## config.mk

```make
export PLATFORM = sky130hd
export DESIGN_NAME = json_string_unescape_utf8
export DESIGN_NICKNAME = d
export VERILOG_FILES = /design/src/sv/jsu_pkg.sv /design/src/sv/jsu_front.sv /design/src/sv/jsu_queue.sv /design/src/sv/jsu_back.sv /design/src/sv/json_string_unescape_utf8.sv
export SDC_FILE = /design/constraint.sdc
export NUM_CORES = 1
export LEC_CHECK = 0
export BUFFER_PORTS_ARGS = -buffer_cell sky130_fd_sc_hd__buf_2
export CAP_MARGIN = 20
export CORE_MARGIN = 10
export CORE_UTILIZATION = 52
export CTS_CLUSTER_DIAMETER = 60
export DETAILED_ROUTE_END_ITERATION = 10
export PLACE_DENSITY = 0.74
export SLEW_MARGIN = 30
export SYNTH_ARGS = -nofsm -noshare
export SYNTH_HDL_FRONTEND = slang
export SYNTH_SLANG_ARGS = --single-unit
```

## constraint.sdc

```tcl
create_clock -name clk -period 3.46 [get_ports clk]
set_input_delay 0.346 -clock clk [delete_from_list [all_inputs] [get_ports clk]]
set_output_delay 0.346 -clock clk [all_outputs]
set_load 0.05 [all_outputs]
```

## src/sv/jsu_pkg.sv

```systemverilog
`timescale 1ns / 1ps
`default_nettype none

package jsu_pkg;

    // Depth of the queue between the front and the back.
    localparam int QUEUE_DEPTH_DEF = 4;

    // Kinds of work that the front hands to the back.
    localparam logic [1:0] KIND_BYTE = 2'd0;  // one literal byte
    localparam logic [1:0] KIND_UCS  = 2'd1;  // code point, 1 to 3 UTF-8 bytes
    localparam logic [1:0] KIND_DONE = 2'd2;  // closing quote
    localparam logic [1:0] KIND_EOS  = 2'd3;  // zero byte, end of stream

    // Status codes of a result word.
    localparam logic [1:0] STATUS_OK      = 2'd0;
    localparam logic [1:0] STATUS_BAD_HEX = 2'd1;
    localparam logic [1:0] STATUS_EOS     = 2'd2;

    // UTF-8 boundaries and lead and trail marks.
    localparam logic [15:0] UTF8_TWO_MIN   = 16'h0080;
    localparam logic [15:0] UTF8_THREE_MIN = 16'h0800;
    localparam logic [7:0]  UTF8_LEAD2     = 8'hC0;
    localparam logic [7:0]  UTF8_LEAD3     = 8'hE0;
    localparam logic [7:0]  UTF8_TRAIL     = 8'h80;

    // One queued command.
    typedef struct packed {
        logic [1:0]  kind;
        logic [15:0] value;
        logic        bad;
    } cmd_t;

endpackage

`default_nettype wire

```

## src/sv/jsu_front.sv

```systemverilog
`timescale 1ns / 1ps
`default_nettype none

module jsu_front (
    input  wire logic         clk,
    input  wire logic         rst_n,
    input  wire logic         accept,
    input  wire logic [7:0]   in_byte,
    output logic              push,
    output jsu_pkg::cmd_t     push_cmd
);
    import jsu_pkg::*;

    localparam logic [1:0] MODE_TEXT = 2'd0;
    localparam logic [1:0] MODE_ESC  = 2'd1;
    localparam logic [1:0] MODE_HEX  = 2'd2;

    localparam logic [7:0] CH_NUL   = 8'h00;
    localparam logic [7:0] CH_QUOTE = 8'h22;
    localparam logic [7:0] CH_BSLSH = 8'h5C;
    localparam logic [7:0] CH_B     = 8'h62;
    localparam logic [7:0] CH_F     = 8'h66;
    localparam logic [7:0] CH_N     = 8'h6E;
    localparam logic [7:0] CH_R     = 8'h72;
    localparam logic [7:0] CH_T     = 8'h74;
    localparam logic [7:0] CH_U     = 8'h75;

    logic [1:0]  mode_reg, mode_next;
    logic [1:0]  hex_count_reg, hex_count_next;
    logic [15:0] code_point_reg, code_point_next;
    logic        bad_reg, bad_next;

    logic [7:0]  upper;
    logic [3:0]  digit;
    logic        digit_ok;
    logic [15:0] cp_upd;
    logic        bad_upd;

    // Hex digit decode, either case.
    always_comb
    begin
        upper    = in_byte & 8'hDF;
        digit    = 4'd0;
        digit_ok = 1'b0;
        if (in_byte >= 8'h30 && in_byte <= 8'h39)
        begin
            digit    = in_byte[3:0];
            digit_ok = 1'b1;
        end
        else if (upper >= 8'h41 && upper <= 8'h46)
        begin
            digit    = upper[3:0] + 4'd9;
            digit_ok = 1'b1;
        end
        cp_upd  = digit_ok ? {code_point_reg[11:0], digit} : code_point_reg;
        bad_upd = bad_reg | ~digit_ok;
    end

    // Escape state machine; each accepted byte may queue one command.
    always_comb
    begin
        mode_next       = mode_reg;
        hex_count_next  = hex_count_reg;
        code_point_next = code_point_reg;
        bad_next        = bad_reg;
        push            = 1'b0;
        push_cmd        = '0;
        if (accept)
        begin
            if (in_byte == CH_NUL)
            begin
                mode_next       = MODE_TEXT;
                hex_count_next  = 2'd0;
                code_point_next = 16'd0;
                bad_next        = 1'b0;
                push            = 1'b1;
                push_cmd.kind   = KIND_EOS;
            end
            else
            begin
                unique case (mode_reg)
                    MODE_ESC:
                    begin
                        mode_next     = MODE_TEXT;
                        push          = 1'b1;
                        push_cmd.kind = KIND_BYTE;
                        unique case (in_byte)
                            CH_B:    push_cmd.value = 16'h0008;
                            CH_F:    push_cmd.value = 16'h000C;
                            CH_N:    push_cmd.value = 16'h000A;
                            CH_R:    push_cmd.value = 16'h000D;
                            CH_T:    push_cmd.value = 16'h0009;
                            CH_U:
                            begin
                                mode_next       = MODE_HEX;
                                hex_count_next  = 2'd0;
                                code_point_next = 16'd0;
                                bad_next        = 1'b0;
                                push            = 1'b0;
                            end
                            default: push_cmd.value = {8'd0, in_byte};
                        endcase
                    end
                    MODE_HEX:
                    begin
                        if (hex_count_reg != 2'd3)
                        begin
                            hex_count_next  = hex_count_reg + 2'd1;
                            code_point_next = cp_upd;
                            bad_next        = bad_upd;
                        end
                        else
                        begin
                            mode_next       = MODE_TEXT;
                            hex_count_next  = 2'd0;
                            code_point_next = 16'd0;
                            bad_next        = 1'b0;
                            push            = 1'b1;
                            push_cmd.kind   = KIND_UCS;
                            push_cmd.value  = cp_upd;
                            push_cmd.bad    = bad_upd;
                        end
                    end
                    default:
                    begin
                        mode_next = MODE_TEXT;
                        if (in_byte == CH_BSLSH)
                        begin
                            mode_next = MODE_ESC;
                        end
                        else if (in_byte == CH_QUOTE)
                        begin
                            hex_count_next  = 2'd0;
                            code_point_next = 16'd0;
                            bad_next        = 1'b0;
                            push            = 1'b1;
                            push_cmd.kind   = KIND_DONE;
                        end
                        else
                        begin
                            push           = 1'b1;
                            push_cmd.kind  = KIND_BYTE;
                            push_cmd.value = {8'd0, in_byte};
                        end
                    end
                endcase
            end
        end
    end

    // State registers.
    always_ff @(posedge clk or negedge rst_n)
    begin
        if (!rst_n)
        begin
            mode_reg       <= MODE_TEXT;
            hex_count_reg  <= 2'd0;
            code_point_reg <= 16'd0;
            bad_reg        <= 1'b0;
        end
        else
        begin
            mode_reg       <= mode_next;
            hex_count_reg  <= hex_count_next;
            code_point_reg <= code_point_next;
            bad_reg        <= bad_next;
        end
    end

    // The digit counter only runs inside a hex escape.
    a_count_in_hex: assert property (@(posedge clk) disable iff (!rst_n)
        hex_count_reg != 2'd0 |-> mode_reg == MODE_HEX)
        else $error("hex digit count outside a hex escape");

    // A completed hex escape always queues a code point.
    a_hex_push: assert property (@(posedge clk) disable iff (!rst_n)
        accept && mode_reg == MODE_HEX && hex_count_reg == 2'd3 && in_byte != CH_NUL
        |-> push && push_cmd.kind == KIND_UCS)
        else $error("completed hex escape queued no code point");

    // Bytes that are only prefixes queue nothing.
    a_prefix_silent: assert property (@(posedge clk) disable iff (!rst_n)
        accept && mode_reg == MODE_TEXT && in_byte == CH_BSLSH |-> !push)
        else $error("backslash queued a command");

endmodule

`default_nettype wire

```

## src/sv/jsu_queue.sv

```systemverilog
`timescale 1ns / 1ps
`default_nettype none

module jsu_queue #(
    parameter int DEPTH = jsu_pkg::QUEUE_DEPTH_DEF
) (
    input  wire logic         clk,
    input  wire logic         rst_n,
    input  wire logic         push,
    input  jsu_pkg::cmd_t     push_cmd,
    output logic              full,
    input  wire logic         pop,
    output jsu_pkg::cmd_t     head_cmd,
    output logic              empty
);
    import jsu_pkg::*;

    localparam int PTR_W = (DEPTH > 1) ? $clog2(DEPTH) : 1;
    localparam int CNT_W = $clog2(DEPTH + 1);

    cmd_t             mem [DEPTH];
    logic [PTR_W-1:0] wr_ptr_reg, wr_ptr_next;
    logic [PTR_W-1:0] rd_ptr_reg, rd_ptr_next;
    logic [CNT_W-1:0] count_reg, count_next;

    assign full     = (count_reg == CNT_W'(DEPTH));
    assign empty    = (count_reg == '0);
    assign head_cmd = mem[rd_ptr_reg];

    // Pointer and fill count updates.
    always_comb
    begin
        wr_ptr_next = wr_ptr_reg;
        rd_ptr_next = rd_ptr_reg;
        count_next  = count_reg;
        if (push)
        begin
            wr_ptr_next = (wr_ptr_reg == PTR_W'(DEPTH - 1)) ? '0 : wr_ptr_reg + 1'b1;
        end
        if (pop)
        begin
            rd_ptr_next = (rd_ptr_reg == PTR_W'(DEPTH - 1)) ? '0 : rd_ptr_reg + 1'b1;
        end
        if (push && !pop)
        begin
            count_next = count_reg + 1'b1;
        end
        else if (pop && !push)
        begin
            count_next = count_reg - 1'b1;
        end
    end

    always_ff @(posedge clk or negedge rst_n)
    begin
        if (!rst_n)
        begin
            wr_ptr_reg <= '0;
            rd_ptr_reg <= '0;
            count_reg  <= '0;
        end
        else
        begin
            wr_ptr_reg <= wr_ptr_next;
            rd_ptr_reg <= rd_ptr_next;
            count_reg  <= count_next;
        end
    end

    // Storage needs no reset.
    always_ff @(posedge clk)
    begin
        if (push)
        begin
            mem[wr_ptr_reg] <= push_cmd;
        end
    end

    a_no_overflow: assert property (@(posedge clk) disable iff (!rst_n)
        push |-> !full)
        else $error("queue write while full");

    a_no_underflow: assert property (@(posedge clk) disable iff (!rst_n)
        pop |-> !empty)
        else $error("queue read while empty");

    a_count_range: assert property (@(posedge clk) disable iff (!rst_n)
        count_reg <= CNT_W'(DEPTH))
        else $error("queue count beyond depth");

endmodule

`default_nettype wire

```

## src/sv/jsu_back.sv

```systemverilog
`timescale 1ns / 1ps
`default_nettype none

module jsu_back (
    input  wire logic         clk,
    input  wire logic         rst_n,
    input  wire logic         head_valid,
    input  jsu_pkg::cmd_t     head_cmd,
    output logic              pop,
    output logic              out_valid,
    input  wire logic         out_ready,
    output logic [7:0]        out_byte,
    output logic              has_byte,
    output logic              string_done,
    output logic [1:0]        status,
    output logic              last_of_run
);
    import jsu_pkg::*;

    logic [1:0]  idx_reg, idx_next;
    logic        out_valid_reg, out_valid_next;
    logic [7:0]  byte_reg;
    logic        has_reg, done_reg, last_reg;
    logic [1:0]  status_reg;

    logic [1:0]  n_words;
    logic [15:0] cp;
    logic [7:0]  w_byte;
    logic        w_has, w_done, w_last;
    logic [1:0]  w_status;
    logic        load;

    // Build the word at the current index of the head command.
    always_comb
    begin
        cp       = head_cmd.value;
        n_words  = (cp < UTF8_TWO_MIN) ? 2'd1 : ((cp < UTF8_THREE_MIN) ? 2'd2 : 2'd3);
        w_byte   = 8'd0;
        w_has    = 1'b0;
        w_done   = 1'b0;
        w_status = STATUS_OK;
        w_last   = 1'b1;
        unique case (head_cmd.kind)
            KIND_BYTE:
            begin
                w_byte = cp[7:0];
                w_has  = 1'b1;
            end
            KIND_UCS:
            begin
                w_has    = 1'b1;
                w_status = head_cmd.bad ? STATUS_BAD_HEX : STATUS_OK;
                w_last   = (idx_reg == n_words - 2'd1);
                if (n_words == 2'd1)
                begin
                    w_byte = cp[7:0];
                end
                else if (n_words == 2'd2)
                begin
                    w_byte = (idx_reg == 2'd0) ? (UTF8_LEAD2 | {3'd0, cp[10:6]})
                                               : (UTF8_TRAIL | {2'd0, cp[5:0]});
                end
                else
                begin
                    case (idx_reg)
                        2'd0:    w_byte = UTF8_LEAD3 | {4'd0, cp[15:12]};
                        2'd1:    w_byte = UTF8_TRAIL | {2'd0, cp[11:6]};
                        default: w_byte = UTF8_TRAIL | {2'd0, cp[5:0]};
                    endcase
                end
            end
            KIND_DONE:
            begin
                w_done = 1'b1;
            end
            default:
            begin
                w_status = STATUS_EOS;
            end
        endcase
    end

    // Load the output register when it is empty or being drained.
    always_comb
    begin
        load           = head_valid && (!out_valid_reg || out_ready);
        pop            = load && w_last;
        idx_next       = idx_reg;
        out_valid_next = out_valid_reg;
        if (load)
        begin
            idx_next       = w_last ? 2'd0 : idx_reg + 2'd1;
            out_valid_next = 1'b1;
        end
        else if (out_ready)
        begin
            out_valid_next = 1'b0;
        end
    end

    always_ff @(posedge clk or negedge rst_n)
    begin
        if (!rst_n)
        begin
            idx_reg       <= 2'd0;
            out_valid_reg <= 1'b0;
        end
        else
        begin
            idx_reg       <= idx_next;
            out_valid_reg <= out_valid_next;
        end
    end

    // Output word payload.
    always_ff @(posedge clk)
    begin
        if (load)
        begin
            byte_reg   <= w_byte;
            has_reg    <= w_has;
            done_reg   <= w_done;
            status_reg <= w_status;
            last_reg   <= w_last;
        end
    end

    assign out_valid   = out_valid_reg;
    assign out_byte    = byte_reg;
    assign has_byte    = has_reg;
    assign string_done = done_reg;
    assign status      = status_reg;
    assign last_of_run = last_reg;

    // A partly expanded command stays at the head of the queue.
    a_head_held: assert property (@(posedge clk) disable iff (!rst_n)
        idx_reg != 2'd0 |-> head_valid && head_cmd.kind == KIND_UCS)
        else $error("expansion index set without a code point at the head");

    a_idx_range: assert property (@(posedge clk) disable iff (!rst_n)
        idx_reg != 2'd3)
        else $error("expansion index out of range");

    // A word that ends its run always pops its command.
    a_last_pops: assert property (@(posedge clk) disable iff (!rst_n)
        load && w_last |-> pop)
        else $error("last word did not retire its command");

endmodule

`default_nettype wire

```

## src/sv/json_string_unescape_utf8.sv

```systemverilog
`timescale 1ns / 1ps
`default_nettype none
// Commands of accepted bytes are queued, then turned into words in the output register.
// Throughput: one byte in per cycle; one word out per cycle while out_ready is high.
// A hex escape yields up to three words but needs six input bytes, so the queue keeps up.
// Input stalls only when the command queue between the front and back is full.
// Reset (rst_n low, asynchronous) clears the escape state, the queue and the output.

module json_string_unescape_utf8 #(
    parameter int QUEUE_DEPTH = jsu_pkg::QUEUE_DEPTH_DEF
) (
    input  wire logic       clk,
    input  wire logic       rst_n,
    input  wire logic       in_valid,
    output logic            in_ready,
    input  wire logic [7:0] in_byte,
    output logic            out_valid,
    input  wire logic       out_ready,
    output logic [7:0]      out_byte,
    output logic            has_byte,
    output logic            string_done,
    output logic [1:0]      status,
    output logic            last_of_run
);
    import jsu_pkg::*;

    logic accept;
    logic push, pop, full, empty;
    cmd_t push_cmd, head_cmd;

    assign in_ready = !full;
    assign accept   = in_valid && in_ready;

    // Front: escape decoding.
    jsu_front u_front (
        .clk      (clk),
        .rst_n    (rst_n),
        .accept   (accept),
        .in_byte  (in_byte),
        .push     (push),
        .push_cmd (push_cmd)
    );

    // Command queue.
    jsu_queue #(
        .DEPTH (QUEUE_DEPTH)
    ) u_queue (
        .clk      (clk),
        .rst_n    (rst_n),
        .push     (push),
        .push_cmd (push_cmd),
        .full     (full),
        .pop      (pop),
        .head_cmd (head_cmd),
        .empty    (empty)
    );

    // Back: word expansion and output register.
    jsu_back u_back (
        .clk         (clk),
        .rst_n       (rst_n),
        .head_valid  (!empty),
        .head_cmd    (head_cmd),
        .pop         (pop),
        .out_valid   (out_valid),
        .out_ready   (out_ready),
        .out_byte    (out_byte),
        .has_byte    (has_byte),
        .string_done (string_done),
        .status      (status),
        .last_of_run (last_of_run)
    );

endmodule

`default_nettype wire

```

==> After elaboration in Yosys (flattened, before gate mapping) <==
Memory sizes are Yosys's and may differ from the RTL's.
Index checks and enable logic that the tools add are counted.
{ "totals": {"register_bits": 44, "ramBits": 76, "input_bits": 12, "out_inout_bits": 15, "elab_cells": 143, "mem_count": 1} }
{ "op_classes": {"add_sub_neg": 8, "order_cmp": 6, "eq_ne": 23, "mux": 65, "n_bitwise": 2, "n_reduce_logical": 24} }
{ "mem_list": {"columns": ["name", "depth", "word_bits", "read_ports", "rd_ports_with_merged_regs", "write_ports", "line", "text"], "rows": [
  ["u_queue.mem", 4, 19, 1, 0, 1, "jsu_queue.sv:21", "cmd_t mem [DEPTH];"]
]} }
{ "ops": {"columns": ["op", "count"], "rows": [
  ["16-bit 2-to-1 mux", 6],
  ["8-bit by 7-bit == test with 1-bit output, second input constant", 7],
  ["8-bit case mux with 6 select lines", 1],
  ["18-bit 2-to-1 mux", 2],
  ["18-bit case mux with 2 select lines", 1],
  ["16-bit case mux with 2 select lines", 1],
  ["2-bit 2-to-1 mux", 14],
  ["8-bit 2-to-1 mux", 3],
  ["1-bit 2-to-1 mux", 23],
  ["19-bit 2-to-1 mux", 1],
  ["17-bit 2-to-1 mux", 1],
  ["16-bit by 12-bit < comparator with 1-bit output, second input constant", 1],
  ["16-bit by 8-bit < comparator with 1-bit output, second input constant", 1],
  ["8-bit case mux with 2 select lines", 1],
  ["7-bit case mux with 2 select lines", 1],
  ["2-bit case mux with 2 select lines", 3],
  ["2-bit == test, second input constant", 5],
  ["2-bit by 1-bit adder with 2-bit output, second input constant", 4],
  ["2-bit by 1-bit == test with 1-bit output, second input constant", 4],
  ["8-bit by 6-bit == test with 1-bit output, second input constant", 1],
  ["8-bit by 6-bit >= comparator with 1-bit output, second input constant", 1],
  ["8-bit by 7-bit >= comparator with 1-bit output, second input constant", 1],
  ["8-bit by 6-bit <= comparator with 1-bit output, second input constant", 1],
  ["8-bit by 7-bit <= comparator with 1-bit output, second input constant", 1],
  ["other kinds (26)", 43]
]} }

==> Depth between registers and ports, before layout <==
Gate-level depths: netlist of the first run.
An unclocked memory read counts as a cell.
{ "logic_depth": {"ltp_word": 11, "depth_mapped": 14, "ltp_nobuf": 12} }

==> By module <==
A second synthesis of the first run with hierarchy kept.
{ "unflattened": {"cells_unflattened": 452, "area_unflattened_um2": 5977.0} }
{ "by_module_without_submodules": {"columns": ["module", "instances", "cells_per_inst", "area_per_inst_um2", "seq_area_each_um2"], "rows": [
  ["jsu_queue", 1, 136, 3159.3, 2457.4],
  ["jsu_front", 1, 213, 1757.9, 525.5],
  ["jsu_back", 1, 100, 1046.0, 465.4],
  ["json_string_unescape_utf8", 1, 3, 13.8, 0.0]
]} }

==> Least setup slack after synthesis of the first run <==
Ideal clock, no wire load.
{ "synth_path": {"path_kind": "reg2reg", "startpoint": "reg u_queue.rd_ptr_reg[0]", "endpoint": "reg u_queue.count_reg[1]", "arrival_time_ps": 3163, "required_time_ps": 3335, "slack_ps": 172, "path_stages_with_launch": 12, "n_path_buf": 1, "synth_period_minus_slack_ps": 3288, "cell_sequence": "dfrtp_1 -> buf_6 -> mux4_2 -> nor4_1 -> nand2b_1 -> or3_4 -> a31oi_4 -> inv_1 -> ha_1 -> inv_1 -> fa_1 -> mux2_2"} }
{ "synth_via": {"elab_chain_len": 11, "word_cells_on_any_way": 15, "cone_classes": "add/sub (1); order compare (2); eq/ne (2); mux (4); reduce/logical (5); memory (1)"} }
{ "synth_lines": {"columns": ["element", "line", "text"], "rows": [
  ["start: declaration", "jsu_queue.sv:23", "logic [PTR_W-1:0] rd_ptr_reg, rd_ptr_next;"],
  ["start signal: assignment", "jsu_queue.sv:65", "rd_ptr_reg <= rd_ptr_next;"],
  ["memory read 4 x 19 bit (*)", null, null],
  ["16-bit by 12-bit < comparator with 1-bit output", "jsu_back.sv:37", "n_words = (cp < UTF8_TWO_MIN) ? 2'd1 : ((cp < UTF8_THREE_MIN) ? 2'd2 : 2'd3);"],
  ["1-bit 2-to-1 mux", "jsu_back.sv:37", null],
  ["2-bit 2-to-1 mux", "jsu_back.sv:37", null],
  ["2-bit by 1-bit subtractor with 2-bit output", "jsu_back.sv:53", "w_last = (idx_reg == n_words - 2'd1);"],
  ["2-bit == test", "jsu_back.sv:53", null],
  ["1-bit 2-to-1 mux (*)", "jsu_back.sv:43", "unique case (head_cmd.kind)"],
  ["1-bit logical AND (*)", "jsu_back.sv:87", "pop = load && w_last;"],
  ["1-bit zero test (*)", "jsu_queue.sv:44", "if (push && !pop)"],
  ["1-bit logical AND (*)", "jsu_queue.sv:44", null],
  ["3-bit 2-to-1 mux (*)", "jsu_queue.sv:44", null],
  ["via u_queue.count_next[1]", "jsu_queue.sv:24", "logic [CNT_W-1:0] count_reg, count_next;"],
  ["end signal: assignment", "jsu_queue.sv:66", "count_reg <= count_next;"],
  ["end: declaration", "jsu_queue.sv:24", null]
]} }
Mark *: on every way through the listed nets, which the timed path passes. The rest lies on a longest branch.
A chain may end at the register's enable or synchronous reset.

==> Final worst setup path of the first run <==
Same ends and word-level chain as after synthesis.

==> results of run 1 <==
==> final cells by class <==
class | count | area (um2) | share of cell area, %
inverters | 19 | 71.3 | 1.05
well taps | 140 | 175 | 2.57
multi-input cells | 297 | 2270 | 33.3
clock buffers | 19 | 433 | 6.35
clock inverters | 13 | 111 | 1.63
flip-flops and latches | 120 | 3450 | 50.6
repair buffers | 46 | 309 | 4.53
==> critical path: cells and delay by family, from the launching register on <==
kind                     cells  cell delay, ps
buffers and inverters        3             310
AO/OA/AOI/OAI                1             170
AND/OR/NAND/NOR              2             670
flip-flops                   1             450
XOR/XNOR                     1             100
multiplexers                 2             830
adder cells (fa/ha/maj)      2             600
==> routing by layer <==
layer | vias to the layer above | global-route usage (%) | share of wire [%]
li1 | 1812 | - | -
met1 | 1882 | 18.4 | 42
met2 | 111 | 27.2 | 51
met3 | 8 | 4.50 | 6.0
met4 | 0 | 6.56 | 1.1
met5 | - | 0 | 0
==> layout by cell type, fill, tap and decap left out, types with 6 or more instances in the layout <==
master	instances
dfrtp_1	30
buf_4	17
or2_2	6
and2_1	6
nand2b_1	16
a21oi_1	24
nor3_1	9
mux4_2	17
a22o_1	11
nand2_1	51
o21ai_0	22
clkinv_2	8
ha_1	17
nor2_1	29
buf_2	26
edfxtp_1	89
mux2i_1	6
clkbuf_16	17
inv_1	19
==> how the worst max path moves through the flow <==
| stage | from | end | slack [ps] | cells after the start |
|---|---|---|---|---|
| final | u_queue.rd_ptr_reg[0] | u_queue.count_reg[1] | 200 | 11 |
| after global routing | u_queue.rd_ptr_reg[0] | u_queue.count_reg[2] | 4 | 14 |
| after global placement | u_queue.rd_ptr_reg[0] | u_queue.count_reg[1] | 170 | 11 |
| after detailed placement | u_queue.rd_ptr_reg[0] | u_queue.count_reg[2] | 40 | 14 |
| after floorplan | u_queue.rd_ptr_reg[0] | u_queue.count_reg[1] | 170 | 11 |
| after CTS | u_queue.rd_ptr_reg[0] | u_queue.count_reg[2] | 10 | 14 |
==> logic make-up after synthesis <==
group | Yosys count | synth area share, %
adder cells (fa/ha/maj) | 18 | 3.96
AND/OR/NAND/NOR | 145 | 12.4
XOR/XNOR | 6 | 0.894
buffers and inverters | 40 | 2.81
multiplexers | 30 | 9.52
AO/OA/AOI/OAI | 98 | 11.8
flip-flops | 120 | 58.7
==> metrics by stage <==
stage	worst slack [ps]	instance area [um2]	util, %	cells
floorplan	172	5880	-	457
global placement	166	6260	57.3	622
detailed placement	42.7	6260	57.3	622
CTS	12.6	6810	62.2	654
global route	3.66	6820	62.3	654
finish	204	6820	62.3	654
==> power by group <==
part | switching [W] | internal, W | leakage [nW]
registers | 0.000146 | 0.00194 | 1.24
clock network | 0.000572 | 0.00104 | 0.276
logic | 0.00113 | 0.000747 | 0.999
total | 0.00185 | 0.00372 | 2.52
==> results.cfg, run 1 <==
[global_route]
gr-total-overflow = 0
antenna_found_initial = 0
grt_usage_pct = 15.9
grt_pass1_vias = 3977
grt_pass1_wl_mm = 20.4
grt_max_degree = 32

[critical_path]
crit_type = register to register
reg2reg_slack_ps = 200
reg2reg_depth = 11
critical_path.cell_chain = buf_4 > mux4_2 > nor4_4 > xnor2_1 > or3_4 > a31oi_4 > inv_1 > ha_1 > inv_1 > fa_1 > mux2_2
end_kind = register
critPathMostFrequentCell = inv_1
crit_arrival_ps = 3540
r2r-start = u_queue.rd_ptr_reg[0]
critPathLaunchType = register
cp_max_fo = 6
r2r_end = u_queue.count_reg[1]
cp.required_ps = 3740
critPathMaxStageDelay_ps = 560
cpMaxStageDelayCell = mux4_2

[logic_synthesis]
synth_commonest_cells = edfxtp_1 (89), nand2_1 (51), dfrtp_1 (31)
netlist_instances = 457
ys_seq_area_share_pct = 58.7
synth_top_area_cell = edfxtp_1
yosysUniqueCellTypes = 56
synth.avg_cell_area_um2 = 12.9
synth_top_area_share_pct = 45.5
synth-edff-count = 89
synth.most_common_cell = edfxtp_1
synth_ff_type = edfxtp_1
syn_nets = 487
synth_area_leaders = edfxtp_1 (45%), dfrtp_1 (13%), mux4_2 (6.5%), ha_1 (3.6%), nand2_1 (3.3%)
ys_ff_latch = 120
synth_async_sr_flop_share_pct = 25.8
ys_warn_count = 0
syn_area_mm2 = 0.00588

[job]
drv_cap = 0

[sta]
setup_viol = 0
hold-worst-slack_ps = 21.5
timing.setup.tns_ps = 0
period_share_pct = 94.1
final_max_slew_viol_count = 0
grt_setup_unrepaired = no
period_minus_slack_ps = 3260
worstMarginPinSlew_ps = 786
max_freq_mhz = 307
final_hold_viol_count = 0
fin_skew_ps = 8.80
slew-limit-headroom_pct = 47.4

[die]
rows = 38
fp.dieArea_mm2 = 0.0160
ios = 27
core_area_mm2 = 0.0109
initial_core_util_pct = 53.7
fp.dieH_um = 126
die_w_um = 126

[clock_network]
cts_root_buffer = clkbuf_16
hold_buffers = 0
clock-sinks = 120
cts_resized = 0
cts_setup_buffers = 0
cts_buffers = 17
cts.clk_slew.worst_paths_ps = 50
htree_levels = 4
clkLatencyLatePin_ps = 400
cts_buffer_depth = 2
cts_tree = built

[cells_and_area]
final_nets = 531
drive_gt1_share_pct = 22.4
diodes = 0
largest_register_ff_count = 76
num-fill-cells = 807
syn_to_final_growth_pct = 16.0

[power_and_ir_drop]
power.total_w = 0.00557
power_density_mw_per_mm2 = 817
irDropWorstVdd_mv = 0.542
leakage_nw = 2.52

[hold_path]
hold_class = primary input to asynchronous set/reset pin

[route]
via_per_inst = 5.83
drc_errors = 0
routed_wl_mm = 12.3
final_antenna_net_count = 0
drtPass1Iterations = 5
drt_iter0_markers = 325
wl_per_cell_um = 18.8
via_count = 3813

[placed_design]
dp_hpwl_mm = 8.70
numPortBuffers = 26
gp_congestion = 0.868

[status]
status = complete, no violations
(Power assumes the default switching activity.)
==> run 2: changes to the inputs <==
Settings changed: ABC_AREA from default to 1.
==> run 2 against run 1 <==
Flip-flop and latch count unchanged. Sequential power about the same. Count of clock-buffer cells in the layout unchanged. Wire length up 11%. First-iteration DRC count up 29%. Combinational power up 27%. Global-route usage up 1.3 points. Critical endpoint is now u_queue.count_reg[2]. Largest power group is now combinational logic. Highest routed layer unchanged.
==> results.cfg, run 2 <==
[status]
status = complete, no violations

[logic_synthesis]
synth_area_leaders = edfxtp_1 (44%), dfrtp_1 (13%), nand2_1 (11%), nand3_1 (5.3%), o21ai_0 (5.3%)
synthAdderAreaFrac_pct = 3.82
synth_top_area_share_pct = 43.9
synthSimpleGateAreaFrac_pct = 22.1
yosysUniqueCellTypes = 35
ys_ff_latch = 120
synth_top_area_cell = edfxtp_1
syn_area_mm2 = 0.00608
synth_compound_area_share_pct = 10.2
synth_ff_type = edfxtp_1
synth-xor-area-share_pct = 0.720
post_synth_mux_area_share_pct = 0
ys_seq_area_share_pct = 56.7
synth-edff-count = 89
netlist_instances = 656
synth.most_common_cell = nand2_1
ys_warn_count = 0
synth.avg_cell_area_um2 = 9.28
synth_async_sr_flop_share_pct = 25.8
syn_nets = 686
synth_top_family_by_area = simple AND/OR/NAND/NOR gates
synth_commonest_cells = nand2_1 (182), edfxtp_1 (89), nand3_1 (64), o21ai_0 (64), inv_1 (63)

[hold_path]
hold_class = primary input to asynchronous set/reset pin

[cells_and_area]
final_common_cell = nand2_1
largest_register_ff_count = 76
syn_to_final_growth_pct = 13.4
num-fill-cells = 940
drive_gt1_share_pct = 11.0
diodes = 0
final_nets = 719
fin_util_pct = 60.4
mostFrequentLayoutCells = nand2_1 (182), edfxtp_1 (89), o21ai_0 (64), nand3_1 (64), inv_1 (63)

[clock_network]
clkLatencyLatePin_ps = 410
clock-sinks = 120
cts_buffers = 17
cts_buffer_depth = 2
cts.clk_slew.worst_paths_ps = 50
cts_resized = 0
cts_tree = built
cts_root_buffer = clkbuf_16
cts_setup_buffers = 0
hold_buffers = 0
htree_levels = 4

[power_and_ir_drop]
leakage_nw = 3.00
irDropWorstVdd_mv = 0.731
power_density_mw_per_mm2 = 893

[sta]
worstMarginPinSlew_ps = 810
period_share_pct = 86.0
timing.setup.tns_ps = 0
period_minus_slack_ps = 2980
final_hold_viol_count = 0
final_max_slew_viol_count = 0
setup_viol = 0
grt_setup_unrepaired = no
fin_skew_ps = 5.93
max_freq_mhz = 336
slew-limit-headroom_pct = 46.0

[critical_path]
cp.required_ps = 3750
end_kind = register
r2r-start = u_queue.rd_ptr_reg[0]
critPathMostFrequentCell = nand2_1
critPathMaxStageDelay_ps = 450
cpMaxStageDelayCell = inv_2
reg2reg_depth = 17
crit_type = register to register
crit_arrival_ps = 3260
reg2reg_slack_ps = 480
critPathLaunchType = register
r2r_end = u_queue.count_reg[2]
cp_max_fo = 38
critical_path.cell_chain = inv_2 > nand2_1 > nand3_1 > nand2_1 > nand4_4 > nand2_4 > nand2_2 > nand2_1 > nand2_1 > nand2_4 > nand2_4 > ha_1 > inv_1 > fa_1 > a21oi_1 > o21ai_0 > xor2_1

[route]
routed_wl_mm = 13.7
final_antenna_net_count = 0
via_count = 4723
wl_per_cell_um = 16.2
drtPass1Iterations = 5
drt_iter0_markers = 418
via_per_inst = 5.59
drc_errors = 0

[placed_design]
numPortBuffers = 26
dp_hpwl_mm = 9.41
gp_congestion = 0.939

[die]
initial_core_util_pct = 53.3
core_area_mm2 = 0.0114
die_w_um = 128
fp.dieArea_mm2 = 0.0164
ios = 27
fp.dieH_um = 128
rows = 39

[global_route]
grt_usage_pct = 17.2
grt_max_degree = 42
antenna_found_initial = 0
grt_pass1_vias = 4615
grt_pass1_wl_mm = 22.3
gr-total-overflow = 0

[job]
drv_cap = 0
[run 2: cell types whose count changed after synthesis, moves of 6 or more]
| cell | delta |
|---|---|
| o21ai_0 | +42 |
| nand3_1 | +59 |
| mux4_2 | -17 |
| clkbuf_1 | -8 |
| or2_2 | -6 |
| a22o_1 | -11 |
| o22ai_1 | +7 |
| nand2_1 | +131 |
| nand2b_1 | -16 |
| inv_1 | +44 |
| nor2_1 | +15 |
| and2_1 | -6 |
| mux2i_1 | -6 |
[run 2: per-layer routing]
layer  GRT usage (%)  share of wire [%]
met1            19.7                 41
met2            29.0                 49
met3            5.00                7.2
met4            7.81                2.5
met5               0                  0
[run 2: worst max-delay path, delay by kind of cell, from the launching register on]
| family | cells | cell delay [ps] |
|---|---|---|
| buffers and inverters | 2 | 520 |
| DFF | 1 | 380 |
| xor gates and xnor gates | 1 | 150 |
| adders and majority gates | 2 | 510 |
| and+or+nand+nor | 10 | 1020 |
| AOI/OAI and AO/OA | 2 | 250 |
[run 2: area by class of cell]
class	count	area (um2)	share of cell area (%)
flip-flops and latches	120	3450	50.0
multi-input cells	447	2250	32.6
clock buffers	19	433	6.27
inverters	67	251	3.64
repair buffers	36	205	2.97
well taps	143	179	2.59
clock inverters	13	135	1.96
[run 2: how the worst max path moves through the flow]
stage | startpoint | to | slack, ps | cells past startpoint
final | u_queue.rd_ptr_reg[0] | u_queue.count_reg[2] | 480 | 17
after global routing | u_queue.rd_ptr_reg[0] | u_queue.count_reg[2] | 160 | 17
after CTS | u_queue.rd_ptr_reg[0] | u_queue.count_reg[2] | 470 | 17
after detailed placement | in_byte[1] | u_queue.count_reg[2] | 480 | 15
after global placement | in_byte[1] | u_queue.count_reg[2] | 580 | 15
after floorplan | u_back.out_valid | u_queue.count_reg[1] | 650 | 9
[run 2: cells by family after synthesis]
family / count (synthesis)
compound gates: 113
xor+xnor: 5
fa+ha+maj: 18
buf+inv: 89
flops: 120
simple gates: 311
[run 2: where the power goes]
group	internal, W	total (W)	switching (W)	leakage [nW]
clock network	0.00111	0.00170	0.000588	0.276
registers	0.00197	0.00209	0.000121	1.23
logic	0.000652	0.00238	0.00172	1.49
total	0.00373	0.00616	0.00243	3.00
[run 2: stage by stage]
stage / worst slack (ps) / hold slack, ps / instances / cell area, um2 / power (W)
5_1_grt: 155 / 74.7 / 845 / 6900 / 0.00654
3_5_place_dp: 483 / 477 / 813 / 6330 / 0.00446
3_3_place_gp: 581 / 461 / 813 / 6330 / 0.00437
6_report: 484 / 29.9 / 845 / 6900 / 0.00616
4_1_cts: 470 / 37.3 / 845 / 6900 / 0.00618
2_1_floorplan: 647 / 50.4 / 656 / 6080 / 0.00394
==> run 3: changes to the inputs <==
==> constraint.sdc (replaced) <==
create_clock -name clk -period 2.4 [get_ports clk]
set_input_delay 0.36 -clock clk [delete_from_list [all_inputs] [get_ports clk]]
set_output_delay 0.36 -clock clk [all_outputs]
set_load 0.05 [all_outputs]
==> run 3 against run 2 <==
The run now ends with negative setup slack left. Worst setup slack lost 560 ps. Worst hold slack gained 17 ps. Largest power group unchanged. Clock power grew 60%. Largest cell class unchanged. Global-route usage grew 1.3 points. Cell count grew 6.9%. Combinational power grew 74%. Highest routed layer unchanged. Wire length grew 7.2%. Critical path depth grew 2. Flip-flop and latch count is the same.
==> results.cfg, run 3 (same netlist as run 2, synthesis figures left out) <==
[critical_path]
end_kind = register
cpMaxStageDelayCell = dfrtp_1
critPathCapture = u_queue.count_reg[2]
reg2reg_depth = 19
cp_max_fo = 19
crit_family = simple AND/OR/NAND/NOR gates
critPathMostFrequentCell = nand2_2
reg2reg_slack_ps = -80
worst-path-stages = 19
cp.required_ps = 2700
critPathMaxStageDelay_ps = 400
critical_path.cell_chain = inv_2 > buf_12 > nand2_1 > nand3_1 > nand2_2 > nand3_4 > nor2_8 > nand2_4 > nand2_2 > nand2_2 > nand2_2 > nand2_4 > nand2_4 > ha_4 > inv_2 > fa_2 > a21oi_2 > o21ai_1 > xor2_1
r2r-start = u_queue.rd_ptr_reg[0]
crit_arrival_ps = 2770
path_buf_inv = 3
timing.critical_path.from = u_queue.rd_ptr_reg[0]
critPathLaunchType = register
r2r_end = u_queue.count_reg[2]
crit_type = register to register

[power_and_ir_drop]
switchingPower_w = 0.00377
clock_power_share_pct = 27.4
p_seq_share_pct = 30.7
irDropWorstVdd_mv = 0.903
p_comb_share_pct = 41.9
power.total_w = 0.00993
leakage_nw = 3.34
swShare_pct = 38.0
p_int_w = 0.00615
power_density_mw_per_mm2 = 1310

[global_route]
gr-total-overflow = 0
antenna_found_initial = 0
grt_pass1_vias = 4948
grt_pass1_wl_mm = 24.0
grt_max_degree = 32
grt_usage_pct = 18.4

[clock_network]
cts_buffer_depth = 2
htree_levels = 4
cts.clk_slew.worst_paths_ps = 60
cts_tree = built
hold_buffers = 0
clock-sinks = 120
clkLatencyLatePin_ps = 420
cts_buffers = 17
cts_root_buffer = clkbuf_16

[die]
ios = 27
fp.dieH_um = 128
core_area_mm2 = 0.0114
die_w_um = 128
initial_core_util_pct = 53.3
fp.dieArea_mm2 = 0.0164
rows = 39

[cells_and_area]
fin_area_mm2 = 0.00757
num-fill-cells = 906
fin_util_pct = 66.3
largest_register_ff_count = 76
final_common_cell = nand2_1
mostFrequentLayoutCells = nand2_1 (170), edfxtp_1 (89), inv_1 (62), o21ai_0 (62), buf_4 (62)
syn_to_final_growth_pct = 24.5
diodes = 0
fin_cells = 903
drive_gt1_share_pct = 21.4
final_nets = 777

[placed_design]
post_dp_cell_area_mm2 = 0.00684
dp_hpwl_mm = 10.6
dp_slack_ps = -162
numPlacedInstances = 866
numPortBuffers = 26
gp_congestion = 0.928

[route]
drc_errors = 0
final_antenna_net_count = 0
via_count = 4896
drtPass1Iterations = 5
via_per_inst = 5.42
drt_iter0_markers = 349
wl_per_cell_um = 16.2
routed_wl_mm = 14.7

[sta]
worstMarginPinSlew_ps = 836
max_freq_mhz = 404
period_minus_slack_ps = 2480
slew-limit-headroom_pct = 44.3
final_max_slew_viol_count = 0
setup_viol = 1
final_hold_viol_count = 0
worst_slack_ps = -76.6
fin_skew_ps = 8.35
grt_setup_unrepaired = yes
period_share_pct = 103

[job]
drv_cap = 0

[status]
status = finished with violations
violations = negative setup slack

[hold_path]
hold_class = primary input to asynchronous set/reset pin
[run 3: changes by cell type in the layout (fill, tap and decap cells not counted), moves of 3 or more]
cell        change
nand2_1        -12
nand3_1         -4
buf_4          +52
buf_12          +6
nand3_2         +3
nand2_2        +10
clkinv_1        -5
clkinvlp_4      +3
[run 3: worst min-delay path by stage]
stage               cells past startpoint  slack, ps                        from                         end
floorplan                               0         60                       rst_n           u_back.idx_reg[0]
global placement                        2        460  u_front.code_point_reg[14]  u_front.code_point_reg[14]
detailed placement                      2        480  u_front.code_point_reg[13]  u_front.code_point_reg[13]
CTS                                     1         50                       rst_n         u_front.mode_reg[0]
global route                            1         80                       rst_n   u_front.code_point_reg[1]
finish                                  1         50                       rst_n   u_front.code_point_reg[1]
[run 3: repair_timing]
action / 4_1_cts / 5_1_grt
setup endpoints to repair: 2 / 2
gates resized for setup: 8 / 11
pin swaps: 6 / 1
cloned: 0 / 0
setup buffers: 4 / 1
[run 3: cell type report]
class / count / area [um2] / share of cell area [%]
tap: 143 / 179 / 2.36
timing repair buffer: 94 / 716 / 9.45
clock buffer: 19 / 433 / 5.72
sequential: 120 / 3450 / 45.5
clock inverter: 13 / 203 / 2.68
multi-input combinational: 447 / 2340 / 30.9
inverter: 67 / 254 / 3.35
[run 3: metal layers]
layer  up-vias  wire [um]  global-route usage [%]  share of wire (%)
li1       2404          -                       -                  -
met1      2323       6270                    21.6                 43
met2       138       7340                    31.3                 50
met3        31        713                    4.63                4.9
met4         0        348                    8.01                2.4
met5         -          0                       0                  0
[run 3: metrics by stage]
step                hold slack (ps)  setup TNS [ps]
detailed placement              482           -2690
CTS                            54.4           -42.7
finish                         47.0           -76.6
floorplan                      64.4          -13480
global placement                465            -491
global route                   80.1            -410
[run 3: power by group through the flow]
stage / Combinational (W) / Sequential [W] / Clock, W
after floorplan: 0.00235 / 0.00342 / 0
final: 0.00415 / 0.00305 / 0.00272
after global placement: 0.00387 / 0.00305 / 0
after detailed placement: 0.00396 / 0.00307 / 0
after global routing: 0.00458 / 0.00310 / 0.00285
after CTS: 0.00407 / 0.00304 / 0.00275
[run 3: worst reg2reg max path, cell delays in order (launching register included)]
cell     delay (ps)
dfrtp_1         400
inv_2            70
buf_12          150
nand2_1          70
nand3_1          70
nand2_2         110
nand3_4         110
nor2_8          130
nand2_4          60
nand2_2          60
nand2_2          50
nand2_2          80
nand2_4          60
nand2_4          70
ha_4            130
inv_2            40
fa_2            340
a21oi_2         120
o21ai_1          80
xor2_1          150
